$ cat src/i2cmts_pkg.sv
// Shared types and codes for the I2C master transfer sequencer.
package i2cmts_pkg;

	// Event and request codes carried on the input tuser
	typedef enum logic [3:0] {
		OP_WRITE     = 4'd0,
		OP_READ      = 4'd1,
		OP_REG_WRITE = 4'd2,
		OP_REG_READ  = 4'd3,
		OP_TX_READY  = 4'd4,
		OP_RX_READY  = 4'd5,
		OP_STOP      = 4'd6,
		OP_NACK      = 4'd7,
		OP_LOAD      = 4'd8
	} op_t;

	// Result kinds carried on the output tuser
	typedef enum logic [2:0] {
		K_NONE  = 3'd0,
		K_START = 3'd1,
		K_TX    = 3'd2,
		K_RX    = 3'd3,
		K_DONE  = 3'd4,
		K_BUSY  = 3'd5,
		K_NACK  = 3'd6
	} kind_t;

	// Kind of the transfer in progress
	typedef enum logic [2:0] {
		XF_WRITE     = 3'd0,
		XF_READ      = 3'd1,
		XF_REG_WRITE = 3'd2,
		XF_REG_READ  = 3'd3,
		XF_NONE      = 3'd4
	} xfer_t;

	// Sequencer phase, one-hot
	typedef enum logic [3:0] {
		PH_READY = 4'b0001,
		PH_ADDR  = 4'b0010,
		PH_TX    = 4'b0100,
		PH_RX    = 4'b1000
	} phase_t;

	// Encoded phase values reported in the result
	localparam logic [1:0] PhaseCodeReady = 2'd0;
	localparam logic [1:0] PhaseCodeAddr  = 2'd1;
	localparam logic [1:0] PhaseCodeTx    = 2'd2;
	localparam logic [1:0] PhaseCodeRx    = 2'd3;

	// One result item
	typedef struct packed {
		kind_t      kind;
		logic [6:0] cmd_address;
		logic [7:0] cmd_nbytes;
		logic       cmd_read;
		logic [7:0] tx_data;
		logic [7:0] rx_out;
		logic [7:0] rx_index;
		logic [1:0] done_kind;
		logic [1:0] phase;
	} res_t;

	// Access to the transmit buffer
	typedef struct packed {
		logic       wr_en;
		logic       rd_en;
		logic [7:0] wr_idx;
		logic [7:0] rd_idx;
		logic [7:0] wr_data;
	} buf_req_t;

	function automatic logic [1:0] phase_code(input phase_t ph);
		logic [1:0] code;
		unique case (ph)
			PH_READY: code = PhaseCodeReady;
			PH_ADDR:  code = PhaseCodeAddr;
			PH_TX:    code = PhaseCodeTx;
			PH_RX:    code = PhaseCodeRx;
			default:  code = PhaseCodeReady;
		endcase
		return code;
	endfunction

endpackage

$ cat src/i2cmts_tx_buffer.sv
// Transmit byte buffer with index wrap and registered read data.
module i2cmts_tx_buffer #(
	parameter int BUFFER_DEPTH = 256
) (
	input  logic                clk,
	input  i2cmts_pkg::buf_req_t req,
	output logic [7:0]          rd_data
);
	import i2cmts_pkg::*;

	localparam int AddrWidth = (BUFFER_DEPTH > 1) ? $clog2(BUFFER_DEPTH) : 1;
	localparam logic [16:0] Recip = 17'(65536 / BUFFER_DEPTH);
	localparam logic [15:0] Depth16 = 16'(BUFFER_DEPTH);
	localparam logic [8:0] Depth9 = 9'(BUFFER_DEPTH);

	logic [7:0] mem [BUFFER_DEPTH];
	logic [AddrWidth-1:0] wr_addr;
	logic [AddrWidth-1:0] rd_addr;

	// Reduce an eight-bit index modulo the depth: reciprocal estimate, then one fixup
	function automatic logic [AddrWidth-1:0] wrap_idx(input logic [7:0] x);
		logic [24:0] prod;
		logic [7:0]  quot;
		logic [15:0] back;
		logic [7:0]  rem;
		prod = 25'(x) * 25'(Recip);
		quot = prod[23:16];
		back = 16'(quot) * Depth16;
		rem  = x - back[7:0];
		if ({1'b0, rem} >= Depth9) begin
			rem = 8'(9'({1'b0, rem}) - Depth9);
		end
		return AddrWidth'(rem);
	endfunction

	assign wr_addr = wrap_idx(req.wr_idx);
	assign rd_addr = wrap_idx(req.rd_idx);

	// Write a loaded byte, read the next byte to send
	always_ff @(posedge clk) begin
		if (req.wr_en) begin
			mem[wr_addr] <= req.wr_data;
		end
		if (req.rd_en) begin
			rd_data <= mem[rd_addr];
		end
	end

endmodule

$ cat src/i2c_master_transfer_sequencer.sv
// Top level of the I2C master transfer sequencer: event decode, transfer state, result stages.
// Results: a result passes through two register stages (res_s1, res_s2) after its event is accepted.
// Throughput: one event per cycle while s_tready is high (a stalled output holds it low); each
// event is one update of the transfer state and at most one access of the transmit buffer port.
// Reset clears the phase and all transfer state; transmit buffer contents stay undefined.
module i2c_master_transfer_sequencer #(
	parameter int BUFFER_DEPTH = 256
) (
	input  logic        clk,
	input  logic        arst_n,
	input  logic        s_tvalid,
	output logic        s_tready,
	// bus_busy, dev_address, reg_address, reg_address_bytes, byte_count,
	// rx_data, load_index, load_data, zero pad
	input  logic [63:0] s_tdata,
	// op
	input  logic [3:0]  s_tuser,
	output logic        m_tvalid,
	input  logic        m_tready,
	// cmd_address, cmd_nbytes, cmd_read, tx_data, rx_out, rx_index,
	// done_kind, phase, zero pad
	output logic [47:0] m_tdata,
	// kind
	output logic [2:0]  m_tuser
);
	import i2cmts_pkg::*;

	// Input fields
	logic [3:0]  op;
	logic        bus_busy;
	logic [6:0]  dev_address;
	logic [15:0] reg_address;
	logic [1:0]  reg_address_bytes;
	logic [7:0]  byte_count;
	logic [7:0]  rx_data;
	logic [7:0]  load_index;
	logic [7:0]  load_data;

	// Transfer state
	phase_t      phase_q, phase_d;
	xfer_t       xfer_q, xfer_d;
	logic [2:0]  xfer_bits;
	logic [6:0]  target_q, target_d;
	logic [15:0] regaddr_q, regaddr_d;
	logic [1:0]  regbytes_q, regbytes_d;
	logic [7:0]  len_q, len_d;
	logic [7:0]  cnt_q, cnt_d;
	logic [1:0]  acnt_q, acnt_d;

	// Result stages
	res_t        res_d, res_s1, res_s2;
	res_t        res_mrg;
	logic        use_mem_d, use_mem_s1;
	logic        valid_s1, valid_s2;
	logic        accept, adv_s2;
	logic        done_ok;
	logic [2:0]  acnt_p1, acnt_p2;

	buf_req_t    buf_req;
	logic [7:0]  buf_rd_data;

	assign op                = s_tuser;
	assign bus_busy          = s_tdata[0];
	assign dev_address       = s_tdata[7:1];
	assign reg_address       = s_tdata[23:8];
	assign reg_address_bytes = s_tdata[25:24];
	assign byte_count        = s_tdata[33:26];
	assign rx_data           = s_tdata[41:34];
	assign load_index        = s_tdata[49:42];
	assign load_data         = s_tdata[57:50];

	assign xfer_bits = xfer_q;
	assign acnt_p1   = {1'b0, acnt_q} + 3'd1;
	assign acnt_p2   = {1'b0, acnt_q} + 3'd2;

	// Handshake: stage one refills when empty or moving on
	assign adv_s2   = valid_s1 && (!valid_s2 || m_tready);
	assign s_tready = !valid_s1 || adv_s2;
	assign accept   = s_tvalid && s_tready;

	// Decode one event against the transfer state
	always_comb begin
		phase_d    = phase_q;
		xfer_d     = xfer_q;
		target_d   = target_q;
		regaddr_d  = regaddr_q;
		regbytes_d = regbytes_q;
		len_d      = len_q;
		cnt_d      = cnt_q;
		acnt_d     = acnt_q;
		res_d      = '0;
		res_d.kind = K_NONE;
		use_mem_d  = 1'b0;
		done_ok    = 1'b0;

		case (op) inside
			OP_WRITE, OP_READ, OP_REG_WRITE, OP_REG_READ: begin
				if (bus_busy || phase_q != PH_READY) begin
					res_d.kind = K_BUSY;
				end else begin
					xfer_d            = xfer_t'({1'b0, op[1:0]});
					target_d          = dev_address;
					len_d             = byte_count;
					cnt_d             = '0;
					acnt_d            = '0;
					res_d.kind        = K_START;
					res_d.cmd_address = dev_address;
					if (op[1]) begin
						regaddr_d        = reg_address;
						regbytes_d       = reg_address_bytes;
						phase_d          = PH_ADDR;
						res_d.cmd_nbytes = {6'd0, reg_address_bytes};
						res_d.cmd_read   = 1'b0;
					end else begin
						regaddr_d        = '0;
						regbytes_d       = '0;
						phase_d          = op[0] ? PH_RX : PH_TX;
						res_d.cmd_nbytes = byte_count;
						res_d.cmd_read   = op[0];
					end
				end
			end
			OP_TX_READY: begin
				if (phase_q == PH_ADDR) begin
					// Send register address bytes MSB first
					res_d.kind = K_TX;
					if ({1'b0, regbytes_q} == acnt_p1) begin
						res_d.tx_data = regaddr_q[7:0];
					end else if ({1'b0, regbytes_q} == acnt_p2) begin
						res_d.tx_data = regaddr_q[15:8];
					end
					acnt_d = acnt_q + 2'd1;
				end else if (phase_q == PH_TX) begin
					res_d.kind = K_TX;
					use_mem_d  = 1'b1;
					cnt_d      = cnt_q + 8'd1;
				end
			end
			OP_RX_READY: begin
				if (phase_q == PH_RX) begin
					res_d.kind     = K_RX;
					res_d.rx_out   = rx_data;
					res_d.rx_index = len_q - 8'd1 - cnt_q;
					cnt_d          = cnt_q + 8'd1;
				end
			end
			OP_STOP: begin
				if (phase_q == PH_ADDR) begin
					// Restart for the data phase of a register transfer
					if (xfer_q == XF_REG_WRITE || xfer_q == XF_REG_READ) begin
						phase_d           = (xfer_q == XF_REG_READ) ? PH_RX : PH_TX;
						res_d.kind        = K_START;
						res_d.cmd_address = target_q;
						res_d.cmd_nbytes  = len_q;
						res_d.cmd_read    = (xfer_q == XF_REG_READ);
					end
				end else if (phase_q == PH_TX || phase_q == PH_RX) begin
					if (phase_q == PH_TX) begin
						done_ok = (xfer_q == XF_WRITE) || (xfer_q == XF_REG_WRITE);
					end else begin
						done_ok = (xfer_q == XF_READ) || (xfer_q == XF_REG_READ);
					end
					if (done_ok) begin
						phase_d         = PH_READY;
						xfer_d          = XF_NONE;
						target_d        = '0;
						regaddr_d       = '0;
						regbytes_d      = '0;
						len_d           = '0;
						cnt_d           = '0;
						acnt_d          = '0;
						res_d.kind      = K_DONE;
						res_d.done_kind = xfer_bits[1:0];
					end
				end
			end
			OP_NACK: begin
				res_d.kind = K_NACK;
			end
			default: begin
			end
		endcase

		res_d.phase = phase_code(phase_d);
	end

	// Drive the buffer port from accepted events only
	always_comb begin
		buf_req         = '0;
		buf_req.wr_en   = accept && (op == OP_LOAD);
		buf_req.wr_idx  = load_index;
		buf_req.wr_data = load_data;
		buf_req.rd_en   = accept && use_mem_d;
		buf_req.rd_idx  = cnt_q;
	end

	i2cmts_tx_buffer #(
		.BUFFER_DEPTH(BUFFER_DEPTH)
	) u_tx_buffer (
		.clk     (clk),
		.req     (buf_req),
		.rd_data (buf_rd_data)
	);

	// Advance transfer state on each accepted transaction
	always_ff @(posedge clk or negedge arst_n) begin
		if (!arst_n) begin
			phase_q    <= PH_READY;
			xfer_q     <= XF_NONE;
			target_q   <= '0;
			regaddr_q  <= '0;
			regbytes_q <= '0;
			len_q      <= '0;
			cnt_q      <= '0;
			acnt_q     <= '0;
		end else if (accept) begin
			phase_q    <= phase_d;
			xfer_q     <= xfer_d;
			target_q   <= target_d;
			regaddr_q  <= regaddr_d;
			regbytes_q <= regbytes_d;
			len_q      <= len_d;
			cnt_q      <= cnt_d;
			acnt_q     <= acnt_d;
		end
	end

	// Stage valid flags
	always_ff @(posedge clk or negedge arst_n) begin
		if (!arst_n) begin
			valid_s1 <= 1'b0;
			valid_s2 <= 1'b0;
		end else begin
			if (accept) begin
				valid_s1 <= 1'b1;
			end else if (adv_s2) begin
				valid_s1 <= 1'b0;
			end
			if (adv_s2) begin
				valid_s2 <= 1'b1;
			end else if (m_tready) begin
				valid_s2 <= 1'b0;
			end
		end
	end

	// Merge buffer data into a transmit byte result
	always_comb begin
		res_mrg = res_s1;
		if (use_mem_s1) begin
			res_mrg.tx_data = buf_rd_data;
		end
	end

	// Stage payloads
	always_ff @(posedge clk) begin
		if (accept) begin
			res_s1     <= res_d;
			use_mem_s1 <= use_mem_d;
		end
		if (adv_s2) begin
			res_s2 <= res_mrg;
		end
	end

	assign m_tvalid = valid_s2;
	assign m_tuser  = res_s2.kind;
	assign m_tdata  = {4'd0, res_s2.phase, res_s2.done_kind, res_s2.rx_index, res_s2.rx_out,
		res_s2.tx_data, res_s2.cmd_read, res_s2.cmd_nbytes, res_s2.cmd_address};

endmodule

$ cat config.mk
export PLATFORM = sky130hd
export DESIGN_NAME = i2c_master_transfer_sequencer
export DESIGN_NICKNAME = d
export VERILOG_FILES = /design/src/i2cmts_pkg.sv /design/src/i2cmts_tx_buffer.sv /design/src/i2c_master_transfer_sequencer.sv
export SDC_FILE = /design/constraint.sdc
export NUM_CORES = 2
export LEC_CHECK = 0
export BUFFER_PORTS_ARGS = -buffer_cell sky130_fd_sc_hd__buf_2
export CAP_MARGIN = 40
export CORE_UTILIZATION = 45
export DETAILED_ROUTE_END_ITERATION = 6
export PLACE_DENSITY = 0.7
export SLEW_MARGIN = 5
export SYNTH_ARGS = -nofsm -noshare
export SYNTH_HDL_FRONTEND = slang
export SYNTH_SLANG_ARGS = --single-unit
export TNS_END_PERCENT = 20
$ cat constraint.sdc
create_clock -name clk -period 3.7 [get_ports clk]
set_input_delay 0.37 -clock clk [delete_from_list [all_inputs] [get_ports clk]]
set_output_delay 0.37 -clock clk [all_outputs]
set_load 0.01 [all_outputs]
---- Word level (Yosys, flattened, before mapping) ----
Memory sizes are Yosys's and may differ from the RTL's. A register that Yosys moved wholly into a read port is not among the register bits.
Cells that the tools add are included.
cells by class
  add/sub/neg operators ................... 6
  equality and inequality tests ........... 31
  multiplexer cells ....................... 106
  bitwise operators ....................... 7
  reduce and logical (&&, ||, !) cells .... 33
operators with widths
  kind                 number
  $mux 16              15
  $mux 8               18
  $mux 7               8
  $mux 3               17
  $mux 4               12
  $mux 2               16
  $eq 4x3->1 const B   6
  $mux 1               17
  $mux 17              1
  $eq 4x2->1 const B   4
  $reduce_and 8->1     2
  $eq 4x4->1 const B   3
  $reduce_bool 4->1    3
  $reduce_bool 2->1    5
  $reduce_or 10->1     1
  $mux 9               1
  $ne 3x1->1 const B   3
  $ne 3x2->1 const B   3
  $reduce_and 9->1     1
  $reduce_bool 3->1    3
  $add 8x1->8 const B  1
  $sub 8x1->8 const B  1
  $sub 8x8->8          1
  $logic_or 1x1->1     7
  20 further kinds     34
word-level totals
  bits in registers ....................... 147
  memory bits (writable) .................. 2048
  memories ................................ 1
memories
  name             words  width  rd ports  clocked after Yosys merged registers in  write ports  RTL line                source
  u_tx_buffer.mem  256    8      1         1                                        1            i2cmts_tx_buffer.sv:16  logic [7:0] mem [BUFFER_DEPTH];

---- Depth between registers and ports, before layout ----
  depth in word-level cells ............... 18
  mapped depth ............................ 15
  mapped depth without buffers ............ 9

---- By module ----
A second synthesis with hierarchy kept.
second synthesis, totals
  cells, all modules ...................... 4189
  area total of the unflattened synthesis .. 85907.4 sq um
modules (own cells, without submodules)
  module                         times used  cells each  area each (sq um)  sequential area each (sq um)
  i2cmts_tx_buffer               1           3733        79636.4            61739.2
  i2c_master_transfer_sequencer  1           456         6271.0             4156.5

---- Worst setup path before layout ----
Ideal clock, no wire load.
  path type ............................... input port to flip-flop
  start point ............................. input m_tready
  end point ............................... memory u_tx_buffer.mem[184][0], enable pin
  library setup time ...................... 0.285 ns
  arrival time ............................ 3.165 ns
  data required time ...................... 3.415 ns
  path slack .............................. 0.250 ns
  stages .................................. 9
  path buffers ............................ 1
  cell sequence ........................... nand3b_1 nand2_1 clkinv_1 nand4_1 or2_2 nor2_1 nand3_1 clkbuf_1 nor2_1
on the way
  longest elaborated chain between the ends .. 7
RTL lines
  item                          RTL line                              source
  start: declaration            i2c_master_transfer_sequencer.sv:19   input logic m_tready,
  $logic_or 1x1->1              i2c_master_transfer_sequencer.sv:77   assign adv_s2 = valid_s1 && (!valid_s2 || m_tready);
  $logic_and 1x1->1             i2c_master_transfer_sequencer.sv:77
  $logic_or 1x1->1              i2c_master_transfer_sequencer.sv:78   assign s_tready = !valid_s1 || adv_s2;
  $logic_and 1x1->1             i2c_master_transfer_sequencer.sv:79   assign accept = s_tvalid && s_tready;
  net accept                    i2c_master_transfer_sequencer.sv:55   logic accept, adv_s2;
  $logic_and 1x1->1             i2c_master_transfer_sequencer.sv:190  buf_req.wr_en = accept && (op == OP_LOAD);
  $mux 1                        i2cmts_tx_buffer.sv:41                if (req.wr_en) begin
  $mux 1 (not written as such)  i2cmts_tx_buffer.sv:42                mem[wr_addr] <= req.wr_data;
  end: declaration              i2cmts_tx_buffer.sv:16
The timed path passes the listed nets, and every way through them passes these cells.

==> flow_summary.yaml <==
drt:
  wl_per_cell_um: 28.3
  drt_drc_violations_left: 0
  num_vias: 44795
  via_per_inst: 6.03
  drtPass1Iterations: 5
  drtIter0Drc: 5095
  wirelength_um: 210000
  final_antenna_net_count: 0
worst_setup_path:
  crit_buf_inv: 2
  crit_arrival_ns: 4.11
  crit_type: "flip-flop to flip-flop"
  cp-start-kind: "flip-flop"
  critPathMaxFanout: 19
  crit_path_max_incr_delay_ns: 0.69
  cp_slowest_cell: "dfrtp_4"
  path_delay_family: "multiplexers"
  worstPathRequired_ns: 4.27
  crit_chain: "buf_12 > buf_12 > mux4_2 > mux4_2 > nand2_1 > a31oi_1 > or4_1"
  end_kind: "flip-flop"
min_path:
  hold_class: "input port to flip-flop"
placement:
  place_area_sq_um: 91800
  gp_congestion: 0.892
  dp_hpwl_um: 129000
  io_buffers: 114
finish:
  area_growth_pct: 15.6
  final_common_cell: "edfxtp_1"
  final_nets: 4839
  drive_above_1_share_pct: 26.3
  mostFrequentLayoutCells: "edfxtp_1, mux4_2, buf_4, nor2_1, mux2i_1"
  fin_util_pct: 52.5
  design_area_sq_um: 99000
synthesis:
  syn-cell-area_sq_um: 85600
  avgSynthCellArea_sq_um: 20.2
  synth_cell_type_count: 62
  netlist.area_leader.share_pct: 75.4
  yosys-top-cells-area: "edfxtp_1, mux4_2, mux2i_1"
  yosys.area.top_type: "edfxtp_1"
  synthArstFlopShare_pct: 2.36
  synth-edff-count: 2151
  yosysWarningCount: 0
  synth-seq-cells: 2203
  synthFlopType: "edfxtp_1"
  syn_inst: 4237
  ys_seq_area_share_pct: 77.0
power_and_ir_drop:
  power_w: 0.0577
  p_seq_share_pct: 48.2
  p_per_area_nw_per_um2: 583
  p_switching_w: 0.0143
  p_leak_nw: 32.6
  power_frac_comb_pct: 15.8
  intPower_w: 0.0434
  p_clk_share_pct: 36.0
  irDropWorstVdd_v: 0.000581
  netSwitchingFraction_pct: 24.8
sta:
  rsz0062_at_grt: "true"
  hold_violations: 0
  setup_viol: 0
  finalCriticalPeriod_ns: 3.54
  finClkSkew_ns: 0.0463
  worstMarginPinSlew_ns: 0.955
  min_period_over_period_pct: 95.7
  fmax_mhz: 282
  slew_viol_final: 0
  slew_headroom_pct: 36.4
  timing.hold.ws_ns: 0.112
clocking:
  cts_root_buffer: "clkbuf_16"
  path_clk_slew_ns: 0.06
  clockBufferDepth: 3
  clk_latency_ns: 0.84
  cts_tree: "yes"
  numCtsBuffers: 206
  htree_levels: 4
  post_cts_buffers: 0
  cts.sinks: 2203
floorplan:
  ios: 125
  dieArea_sq_um: 192000
  fp.dieH_um: 438
  initial_utilization_pct: 45.5
  chipWidth_um: 438
  core_area_sq_um: 188000
  row_count: 159
global_routing:
  grt_first_pass_wirelength_um: 304000
  track_usage_pct: 21.7
  gr-total-overflow: 0
  antenna_found_initial: 11
  grt_pass1_vias: 44261
  grt_max_degree: 125
status:
  status: "finished clean"
run:
  maxCapViolations: 0
cell families after synthesis:
group	Yosys count	synth area share (%)
AO/OA/AOI/OAI	425	3.52
AND/OR/NAND/NOR	613	3.11
other	1	0.00438
buffers and inverters	269	1.55
multiplexers	697	14.5
XOR/XNOR	19	0.194
flip-flops	2203	77.0
adder cells (fa/ha/maj)	10	0.155
stage by stage:
stage	setup WS [ns]	TNS [ns]	instances
final	0.159	0	7431
after CTS	0.141	0	7425
after floorplan	0.250	0	4240
after detailed placement	0.0802	0	6995
after global routing	-0.113	-5.24	7426
after global placement	0.0817	0	6984
power groups by stage:
stage	clock network, W	logic, W	registers (W)
floorplan	0	0.00600	0.0282
global placement	0	0.00897	0.0283
detailed placement	0	0.00908	0.0283
CTS	0.0210	0.00916	0.0278
global route	0.0219	0.00963	0.0278
finish	0.0208	0.00914	0.0278
tightest hold or removal path, cell delays in order:
cell     delay (ns)
buf_2          0.11
nor2_1         0.08
nand3_1        0.10
a21oi_1        0.12
nand2_1        0.07
nand2_1        0.04
per-layer routing:
metal	vias to the layer above	share of wire, %	GRT usage, %
met4	4	3.2	7.11
met1	23463	39	30.4
met5	-	0.010	0
met2	2361	48	34.6
met3	383	9.1	3.91
li1	18584	-	-
repair_timing:
item	4_1_cts	5_1_grt
hold buffers	48	0
gates resized for setup	0	1
setup endpoints to repair	0	143
hold endpoints to repair	113	0
cells in the mapped netlist, drive strengths merged (3+ instances only):
| library cell | number |
|---|---|
| or4 | 14 |
| edfxtp | 2151 |
| o22ai | 38 |
| a211o | 3 |
| mux2i | 254 |
| and2 | 4 |
| nor4b | 3 |
| clkbuf | 143 |
| mux2 | 8 |
| a221oi | 11 |
| a22oi | 46 |
| and3 | 11 |
| nand2b | 6 |
| xor2 | 5 |
| a22o | 24 |
| ha | 9 |
| o41ai | 3 |
| or2 | 3 |
| o21bai | 3 |
| dfrtp | 50 |
| inv | 15 |
| buf | 110 |
| nand3b | 3 |
| nor4 | 5 |
| xnor2 | 14 |
| nor2b | 8 |
| a32o | 15 |
| a21oi | 107 |
| mux4 | 435 |
| nand4 | 6 |
| nor2 | 326 |
| a31oi | 11 |
| o21ai | 38 |
| a21o | 6 |
| nand3 | 36 |
| nor3 | 72 |
| o221ai | 110 |
| nand2 | 108 |
worst paths after layout:
| kind | slack, ns | end | from | depth (start not counted) |
|---|---|---|---|---|
| setup / recovery | 0.16 | u_tx_buffer.rd_data[4]$_DFFE_PP_ | cnt_q[0]$_DFFE_PN0P_ | 7 |
| hold / removal | 0.11 | phase_q[2]$_DFFE_PN0P_ | s_tuser[1] | 6 |
| setup reg to reg | 0.16 | u_tx_buffer.rd_data[4]$_DFFE_PP_ | cnt_q[0]$_DFFE_PN0P_ | 7 |
| hold reg to reg | 0.41 | m_tdata[31]$_DFFE_PP_ | res_mrg[19]$_SDFFCE_PP0P_ | 0 |
| max in group asynchronous | 2.59 | xfer_bits[1]$_DFFE_PN0P_ | arst_n | 3 |
| min in group asynchronous | 0.16 | xfer_bits[2]$_DFFE_PN1P_ | arst_n | 2 |
sequential cells by signal (all words and copies together), names as in the netlist:
name                 cells
acnt_q                   2
cnt_q                    8
len_q                    8
m_tdata                 44
m_tuser                  3
m_tvalid                 1
phase_q                  4
regaddr_q               16
regbytes_q               2
res_mrg                 39
res_s1                   8
target_q                 7
u_tx_buffer.mem       2048
u_tx_buffer.rd_data      8
use_mem_s1               1
valid_s1                 1
xfer_bits                3
layout make-up:
| class | instances | area, sq um |
|---|---|---|
| Timing Repair Buffer | 562 | 4710 |
| Multi-Input combinational cell | 1768 | 18500 |
| Clock inverter | 139 | 1250 |
| Clock buffer | 243 | 5380 |
| Antenna cell | 5 | 12.5 |
| Inverter | 16 | 66.3 |
| Tap cell | 2495 | 3120 |
| Fill cell | 14240 | 89400 |
| Sequential cell | 2203 | 65900 |
(Power assumes the default switching activity.)
